[src/rtl/slpe_pkg.sv]
// Shared types and codes for the sorted list pool engine.
package slpe_pkg;

  localparam int VAL_W = 32;

  typedef logic signed [VAL_W-1:0] val_t;

  // Operation codes
  localparam logic [2:0] OP_INSERT   = 3'd0;
  localparam logic [2:0] OP_DEL_HEAD = 3'd1;
  localparam logic [2:0] OP_DEL_TAIL = 3'd2;
  localparam logic [2:0] OP_DEL_MID  = 3'd3;
  localparam logic [2:0] OP_DUMP     = 3'd4;

  // Result status codes
  localparam logic [1:0] ST_OK    = 2'd0;
  localparam logic [1:0] ST_FULL  = 2'd1;
  localparam logic [1:0] ST_EMPTY = 2'd2;
  localparam logic [1:0] ST_MISS  = 2'd3;

  typedef struct packed {
    logic [2:0] op;
    val_t       value;
  } req_t;

  typedef struct packed {
    logic [1:0] status;
    val_t       item;
    logic       last;
  } res_t;

  // Command broadcast to every cell of the row
  typedef enum logic [2:0] {
    CMD_HOLD,
    CMD_CHECK,
    CMD_INSERT,
    CMD_POP_HEAD,
    CMD_DROP_LAST,
    CMD_DEL_GE,
    CMD_ROTATE
  } cell_cmd_e;

  typedef struct packed {
    cell_cmd_e cmd;
    val_t      key;
  } cell_ctrl_t;

endpackage

[src/rtl/sorted_list_pool_engine_core.sv]
// Sorted list pool engine: a row of sorted cells with a command sequencer.
//
// The list holds up to POOL_SLOTS-1 signed 32-bit values in ascending order, kept in a row
// of cells that shift entries to their neighbors. A request is taken when start_i is high
// and busy_o is low. Insert and the three delete operations pass through the request edge, a
// check state in which every cell flags a match with the value, and an apply state in which
// the flags are combined and the row shifts; the single result shows on res_o, with
// res_strobe_o high, in the cycle after that, and a new request may be taken in that same
// cycle. A dump rotates the row one position a cycle and sends one entry a cycle out of the
// head cell, so it gives one result per entry; an empty list gives one result with status
// empty. Results appear for exactly one cycle, and the receiver cannot hold them off.
module sorted_list_pool_engine_core import slpe_pkg::*; #(
  parameter int unsigned POOL_SLOTS = 16
) (
  input  logic clk_i,
  input  logic rst_ni,
  input  logic start_i,
  input  req_t req_i,
  output logic busy_o,
  output logic res_strobe_o,
  output res_t res_o
);

  localparam int unsigned NC    = POOL_SLOTS - 1;
  localparam int unsigned CNT_W = $clog2(POOL_SLOTS);

  localparam logic [1:0] S_IDLE  = 2'd0;
  localparam logic [1:0] S_CHECK = 2'd1;
  localparam logic [1:0] S_APPLY = 2'd2;
  localparam logic [1:0] S_DUMP  = 2'd3;

  logic [1:0]       state_q, state_d;
  logic [2:0]       op_q, op_d;
  val_t             key_q, key_d;
  logic [CNT_W-1:0] cnt_q, cnt_d;
  logic [CNT_W-1:0] idx_q, idx_d;
  logic             strobe_q, strobe_d;
  res_t             res_q, res_d;
  cell_ctrl_t       ctrl;

  val_t          cell_val [NC];
  logic [NC-1:0] cell_vld;
  logic [NC-1:0] cell_lt;
  logic [NC-1:0] cell_eq;
  logic [NC-1:0] cell_last;

  logic any_eq;
  logic tail_eq;

  // Row of cells
  for (genvar i = 0; i < NC; i++) begin : g_cell
    val_t left_val;
    logic left_vld;
    logic left_lt;
    val_t right_val;
    logic right_vld;

    if (i == 0) begin : g_first
      assign left_val = ctrl.key;
      assign left_vld = 1'b0;
      assign left_lt  = 1'b1;
    end else begin : g_mid_left
      assign left_val = cell_val[i-1];
      assign left_vld = cell_vld[i-1];
      assign left_lt  = cell_lt[i-1];
    end

    if (i == NC - 1) begin : g_end
      assign right_val = '0;
      assign right_vld = 1'b0;
    end else begin : g_mid_right
      assign right_val = cell_val[i+1];
      assign right_vld = cell_vld[i+1];
    end

    slpe_cell u_cell (
      .clk_i       (clk_i),
      .rst_ni      (rst_ni),
      .ctrl_i      (ctrl),
      .head_val_i  (cell_val[0]),
      .left_val_i  (left_val),
      .left_vld_i  (left_vld),
      .left_lt_i   (left_lt),
      .right_val_i (right_val),
      .right_vld_i (right_vld),
      .val_o       (cell_val[i]),
      .vld_o       (cell_vld[i]),
      .lt_o        (cell_lt[i]),
      .eq_o        (cell_eq[i]),
      .last_o      (cell_last[i])
    );
  end

  // Combine the registered match flags
  assign any_eq  = |cell_eq;
  assign tail_eq = |(cell_eq & cell_last);

  // Sequencer
  always_comb begin
    state_d  = state_q;
    op_d     = op_q;
    key_d    = key_q;
    cnt_d    = cnt_q;
    idx_d    = idx_q;
    strobe_d = 1'b0;
    res_d    = res_q;
    ctrl.cmd = CMD_HOLD;
    ctrl.key = key_q;
    unique case (state_q)
      S_IDLE: begin
        if (start_i) begin
          op_d    = req_i.op;
          key_d   = req_i.value;
          idx_d   = '0;
          state_d = (req_i.op == OP_DUMP) ? S_DUMP : S_CHECK;
        end
      end
      S_CHECK: begin
        ctrl.cmd = CMD_CHECK;
        state_d  = S_APPLY;
      end
      S_APPLY: begin
        res_d.item = key_q;
        res_d.last = 1'b1;
        strobe_d   = 1'b1;
        state_d    = S_IDLE;
        res_d.status = ST_MISS;
        if (op_q == OP_INSERT) begin
          if (cell_vld[NC-1]) begin
            res_d.status = ST_FULL;
          end else begin
            res_d.status = ST_OK;
            ctrl.cmd     = CMD_INSERT;
            cnt_d        = cnt_q + CNT_W'(1);
          end
        end else if (op_q == OP_DEL_HEAD || op_q == OP_DEL_TAIL || op_q == OP_DEL_MID) begin
          priority if (!cell_vld[0]) begin
            res_d.status = ST_EMPTY;
          end else if (op_q == OP_DEL_HEAD && cell_eq[0]) begin
            res_d.status = ST_OK;
            ctrl.cmd     = CMD_POP_HEAD;
            cnt_d        = cnt_q - CNT_W'(1);
          end else if (op_q == OP_DEL_TAIL && tail_eq) begin
            res_d.status = ST_OK;
            ctrl.cmd     = CMD_DROP_LAST;
            cnt_d        = cnt_q - CNT_W'(1);
          end else if (op_q == OP_DEL_MID && any_eq && !cell_eq[0] && !tail_eq) begin
            // only an interior entry can match here
            res_d.status = ST_OK;
            ctrl.cmd     = CMD_DEL_GE;
            cnt_d        = cnt_q - CNT_W'(1);
          end else begin
            res_d.status = ST_MISS;
          end
        end
      end
      S_DUMP: begin
        strobe_d = 1'b1;
        if (!cell_vld[0]) begin
          res_d.status = ST_EMPTY;
          res_d.item   = '0;
          res_d.last   = 1'b1;
          state_d      = S_IDLE;
        end else begin
          // head entry out, row rotates one place
          ctrl.cmd     = CMD_ROTATE;
          res_d.status = ST_OK;
          res_d.item   = cell_val[0];
          res_d.last   = (idx_q == cnt_q - CNT_W'(1));
          idx_d        = idx_q + CNT_W'(1);
          if (idx_q == cnt_q - CNT_W'(1)) begin
            state_d = S_IDLE;
          end
        end
      end
      default: begin
        state_d = S_IDLE;
      end
    endcase
  end

  always_ff @(posedge clk_i or negedge rst_ni) begin
    if (!rst_ni) begin
      state_q  <= S_IDLE;
      cnt_q    <= '0;
      idx_q    <= '0;
      strobe_q <= 1'b0;
      op_q     <= OP_INSERT;
    end else begin
      state_q  <= state_d;
      cnt_q    <= cnt_d;
      idx_q    <= idx_d;
      strobe_q <= strobe_d;
      op_q     <= op_d;
    end
  end

  always_ff @(posedge clk_i) begin
    key_q <= key_d;
    res_q <= res_d;
  end

  assign busy_o       = (state_q != S_IDLE);
  assign res_strobe_o = strobe_q;
  assign res_o        = res_q;

`ifndef SYNTH
  // Occupied cells always form a prefix of the row
  a_vld_prefix: assert property (@(posedge clk_i) disable iff (!rst_ni)
    ((cell_vld >> 1) & ~cell_vld) == '0)
    else $error("occupied cells not contiguous");

  // Entry count tracks the occupied cells
  a_cnt_match: assert property (@(posedge clk_i) disable iff (!rst_ni)
    $countones(cell_vld) == int'(cnt_q))
    else $error("entry count out of step with cells");

  // A result only follows a working cycle
  a_strobe_src: assert property (@(posedge clk_i) disable iff (!rst_ni)
    res_strobe_o |-> $past(state_q != S_IDLE))
    else $error("result without a request in flight");

  // A taken request makes the block busy
  a_busy_after_req: assert property (@(posedge clk_i) disable iff (!rst_ni)
    (start_i && !busy_o) |=> busy_o)
    else $error("request taken but block not busy");
`endif

endmodule

[src/rtl/slpe_cell.sv]
// One list cell: holds one entry and shifts it to or from its neighbors.
module slpe_cell import slpe_pkg::*; (
  input  logic       clk_i,
  input  logic       rst_ni,
  input  cell_ctrl_t ctrl_i,
  input  val_t       head_val_i,
  input  val_t       left_val_i,
  input  logic       left_vld_i,
  input  logic       left_lt_i,
  input  val_t       right_val_i,
  input  logic       right_vld_i,
  output val_t       val_o,
  output logic       vld_o,
  output logic       lt_o,
  output logic       eq_o,
  output logic       last_o
);

  val_t val_q, val_d;
  logic vld_q, vld_d;
  logic eq_q, eq_d;
  logic last_q, last_d;
  logic lt;
  logic is_last;

  // Local compare against the broadcast key, and the last-entry test
  assign lt      = vld_q && (val_q < ctrl_i.key);
  assign is_last = vld_q && !right_vld_i;

  // Next entry from the command and the neighbors
  always_comb begin
    val_d  = val_q;
    vld_d  = vld_q;
    eq_d   = eq_q;
    last_d = last_q;
    unique case (ctrl_i.cmd)
      CMD_HOLD: begin
      end
      CMD_CHECK: begin
        eq_d   = vld_q && (val_q == ctrl_i.key);
        last_d = is_last;
      end
      CMD_INSERT: begin
        if (!lt) begin
          if (left_lt_i) begin
            val_d = ctrl_i.key;
            vld_d = 1'b1;
          end else begin
            val_d = left_val_i;
            vld_d = left_vld_i;
          end
        end
      end
      CMD_POP_HEAD: begin
        val_d = right_val_i;
        vld_d = right_vld_i;
      end
      CMD_DROP_LAST: begin
        if (is_last) begin
          vld_d = 1'b0;
        end
      end
      CMD_DEL_GE: begin
        // entries at or past the match close the gap
        if (!lt) begin
          val_d = right_val_i;
          vld_d = right_vld_i;
        end
      end
      CMD_ROTATE: begin
        if (is_last) begin
          val_d = head_val_i;
        end else if (vld_q) begin
          val_d = right_val_i;
        end
      end
      default: begin
      end
    endcase
  end

  always_ff @(posedge clk_i or negedge rst_ni) begin
    if (!rst_ni) begin
      vld_q  <= 1'b0;
      eq_q   <= 1'b0;
      last_q <= 1'b0;
    end else begin
      vld_q  <= vld_d;
      eq_q   <= eq_d;
      last_q <= last_d;
    end
  end

  always_ff @(posedge clk_i) begin
    val_q <= val_d;
  end

  assign val_o  = val_q;
  assign vld_o  = vld_q;
  assign lt_o   = lt;
  assign eq_o   = eq_q;
  assign last_o = last_q;

endmodule

[config.mk]
export PLATFORM = sky130hd
export DESIGN_NAME = sorted_list_pool_engine_core
export DESIGN_NICKNAME = d
export VERILOG_FILES = /design/src/rtl/slpe_pkg.sv /design/src/rtl/sorted_list_pool_engine_core.sv /design/src/rtl/slpe_cell.sv
export SDC_FILE = /design/constraint.sdc
export NUM_CORES = 2
export LEC_CHECK = 0
export ABC_CLOCK_PERIOD_IN_PS = 12500
export BUFFER_PORTS_ARGS = -buffer_cell sky130_fd_sc_hd__buf_2
export CAP_MARGIN = 0
export CELL_PAD_IN_SITES_DETAIL_PLACEMENT = 0
export CELL_PAD_IN_SITES_GLOBAL_PLACEMENT = 1
export CORE_ASPECT_RATIO = 0.6
export CORE_MARGIN = 1.5
export CORE_UTILIZATION = 40
export CTS_BUF_LIST = sky130_fd_sc_hd__clkbuf_4 sky130_fd_sc_hd__clkbuf_8
export CTS_CLUSTER_DIAMETER = 80
export DETAILED_ROUTE_END_ITERATION = 10
export HOLD_SLACK_MARGIN = 0.12
export PLACE_DENSITY = 0.67
export SLEW_MARGIN = 5
export SYNTH_ARGS = -nofsm -noshare
export SYNTH_HDL_FRONTEND = slang
export SYNTH_HIERARCHICAL = 1
export SYNTH_SLANG_ARGS = --single-unit
[constraint.sdc]
create_clock -name clk_i -period 12.5 [get_ports clk_i]
set_clock_uncertainty 0.1 [all_clocks]
set_input_delay 2.5 -clock clk_i [delete_from_list [all_inputs] [get_ports clk_i]]
set_output_delay 2.5 -clock clk_i [all_outputs]
set_load 0.03 [all_outputs]
==> impl_metrics.py <==
metrics = {
    "global_route": {
        "grt_util_all_layers": 0.2513,
        "grt_pass1_vias": 37220,
        "grt_max_degree": 83,
        "grt_pass1_wl_um": 233500,
        "overflow": 0,
        "antenna_found_initial": 1,
    },
    "die": {
        "fp.coreArea_um2": 116600,
        "die_h_um": 268.6,
        "fp.dieW_um": 445.7,
        "io_pins": 75,
        "rows": 97,
        "start_util": 0.4033,
        "dieArea_um2": 119700,
    },
    "worst_setup_path": {
        "start_kind": "flop",
        "worst_path_dominant_cell_family": "buffers and inverters",
        "worst_path_most_repeated_cell": "buf_4",
        "worst-path-buf-inv": 3,
        "critPathArrivalTime_ns": 5.71,
        "worst-setup-path-type": "flop to flop",
        "crit_path_cell_trace": "buf_4 > o21a_1 > nand2_1 > or2_1 > nand2_4 > buf_4 > buf_4 > o21ai_0 > nand2_2 > nor2_1 > a221o_1",
        "worstSetupEndpointType": "flop",
        "cp_slowest_cell": "buf_4",
        "cp_max_fo": 82,
        "worst_path_largest_cell_delay_ns": 0.73,
        "cp.required_ns": 12.95,
    },
    "pwr": {
        "peakVddDrop_mv": 0.1285,
        "power.density_nw_per_um2": 237.7,
        "leakagePower_nw": 23.35,
    },
    "clock_network": {
        "root_buffer": "clkbuf_8",
        "cts_tree": "done",
        "clockBufferDepth": 3,
        "h-tree-depth": 3,
        "cts_inserted_buffers": 99,
        "insertion_delay_ns": 0.82,
        "cts_hold_buf": 0,
        "cts_repair_resize_count": 0,
        "clock-sinks": 606,
        "postCtsSetupRepairBufs": 0,
        "clk_pin_slew_ns": 0.07,
    },
    "synth": {
        "synth_flop_cell": "edfxtp_1",
        "syn_inst": 4808,
        "synth_top_family_by_area": "compound AO/OA/AOI/OAI gates",
        "synth.distinct_cells": 65,
        "async_flop_share": 0.09736,
        "synth_top_area_frac": 0.3492,
        "synth_edf_count": 547,
        "synthMuxAreaShare": 0.1121,
        "synth_seq_area_share": 0.3806,
        "yosys_warnings": 6,
        "netlist_area_um2": 47040,
        "synth_compound_area_frac": 0.1814,
        "synth_fa_ha_area_frac": 0.1285,
        "ys_seq_elements": 606,
        "synth_top_cell_by_area": "edfxtp_1",
        "synthSimpleGateAreaFrac": 0.1316,
        "syn_avg_cell_area_um2": 9.784,
        "synthTopCellsByArea": "edfxtp_1 35%, ha_1 13%, mux2i_1 10%",
        "synth_xor_area_frac": 0.002048,
    },
    "timing": {
        "max_clock_freq_ghz": 0.1899,
        "setup_ws_ns": 7.234,
        "timing.hold.ws_ns": 0.4127,
        "min_period_over_period": 0.4213,
        "final.setup.tns_ns": 0,
        "slew_viol_final": 0,
        "slew_headroom": 0.1191,
        "fin_crit_ns": 5.266,
        "setup_viol": 0,
        "rsz0062_at_grt": "no",
        "worst_pin_slew_ns": 1.294,
        "finalHoldViolations": 0,
    },
    "placement": {
        "pre_cts_ws_ns": 7.364,
        "place_congestion": 0.8537,
        "port_buffers": 74,
        "place_inst": 6377,
        "place_area_um2": 49780,
        "dp_hpwl_um": 114400,
    },
    "layout": {
        "nFillCells": 11309,
        "final_cells": 6567,
        "layout.nets": 5416,
        "syn_to_final_growth_pct": 10.12,
        "drive_above_1_share": 0.1018,
        "design_area_um2": 51800,
    },
    "detailed_routing": {
        "ant_nets": 0,
        "wl_per_cell_um": 23.40,
        "post_drt_via_cell_ratio": 5.968,
        "first_pass_iters": 6,
        "drcViolationCount": 0,
        "wl_um": 153700,
        "drt-initial-drc-count": 4170,
        "via_count": 39194,
    },
    "job": {
        "cap_violations": 0,
    },
    "hold_path": {
        "min_path_type": "flop to flop",
    },
    "status": {
        "status": "complete, no violations",
    },
}
## registers in the layout (all words and copies together), names as in the netlist
name / flops
g_cell.u_cell/val_o: 480
res_o: 35
g_cell.left_val: 32
g_cell.u_cell/eq_o: 15
g_cell.u_cell/last_o: 15
g_cell.u_cell/vld_o: 15
cnt_q: 4
idx_q: 4
op_q: 3
state_q: 2
res_strobe_o: 1
## power breakdown
part | switching, W | total (W) | internal (W)
Sequential | 0.000471 | 0.00368 | 0.00321
Combinational | 0.00397 | 0.00677 | 0.00280
Clock | 0.000944 | 0.00187 | 0.000923
## cell type report
cell class	instances	area (um2)	share of cell area
Tap cell	1584	1982	0.03826
Timing Repair Buffer	214	1441	0.02782
Sequential cell	606	17900	0.3456
Antenna cell	1	2.502	0.00004831
Inverter	520	1952	0.03768
Clock buffer	132	1635	0.03157
Multi-Input combinational cell	3454	26530	0.5121
Clock inverter	56	356.6	0.006884
## per-stage QoR
| stage | power, W | util |
|---|---|---|
| after global placement | 0.01022 | 0.4268 |
| after floorplan | 0.008605 | - |
| after detailed placement | 0.01036 | 0.4268 |
| final | 0.01232 | 0.4442 |
| after global routing | 0.01318 | 0.4442 |
| after CTS | 0.01225 | 0.4439 |
## cell usage in the layout, fill, tap and decap left out, drive strengths merged, types with 7 or more instances in the layout
cell,instances
a21bo,12
a21boi,29
a21o,24
a21oi,222
a221o,480
a221oi,16
and3,41
buf,214
clkbuf,132
clkinv,46
conb,37
dfrtp,59
edfxtp,547
ha,483
inv,525
mux2,37
mux2i,485
nand2,296
nand2b,15
nand3,86
nand3b,12
nand4,114
nor2,589
nor2b,57
nor3,35
nor3b,20
nor4,33
o211a,15
o211ai,25
o21a,13
o21ai,150
o22ai,14
o2bb2ai,24
o31ai,7
o41a,12
or3,20
xnor2,9
## per-layer routing
metal,global-route usage,routed length (um),up-vias
met2,0.3132,54730,1356
met3,0.05469,13070,170
li1,-,-,18298
met5,0,0,-
met4,0.04603,2126,0
met1,0.4226,83740,19370
## cell families after synthesis
logic type	Yosys count
other	2
muxes	522
buffers and inverters	783
xor gates and xnor gates	11
and+or+nand+nor	1332
DFF	606
adders and majority gates	483
AOI/OAI and AO/OA	1069
## final timing paths
kind,startpoint,endpoint,slack [ns],cells after the start
setup / recovery,g_cell[0].u_cell/vld_o$_DFFE_PN0P_,g_cell[1].u_cell/val_o[4]$_DFFE_PP_,7.23,11
hold / removal,g_cell[1].u_cell/last_o$_DFFE_PN0N_,g_cell[1].u_cell/last_o$_DFFE_PN0N_,0.41,1
setup reg to reg,g_cell[0].u_cell/vld_o$_DFFE_PN0P_,g_cell[1].u_cell/val_o[4]$_DFFE_PP_,7.23,11
hold reg to reg,g_cell[1].u_cell/last_o$_DFFE_PN0N_,g_cell[1].u_cell/last_o$_DFFE_PN0N_,0.41,1
max in group asynchronous,rst_ni,g_cell[0].u_cell/vld_o$_DFFE_PN0P_,9.88,2
min in group asynchronous,rst_ni,cnt_q[1]$_DFFE_PN0P_,1.74,2
## synthesized netlist by cell type, types with 38 or more instances
library cell	number
nand2_1	296
buf_2	38
nand3_1	86
nand4_1	99
o21ai_0	113
nor2b_1	57
ha_1	483
mux2i_1	485
a221o_1	480
a21oi_1	210
edfxtp_1	547
clkbuf_1	171
buf_1	53
dfrtp_1	59
nor2_1	588
inv_1	520
Note: power is estimated with default switching activity, not from simulation.
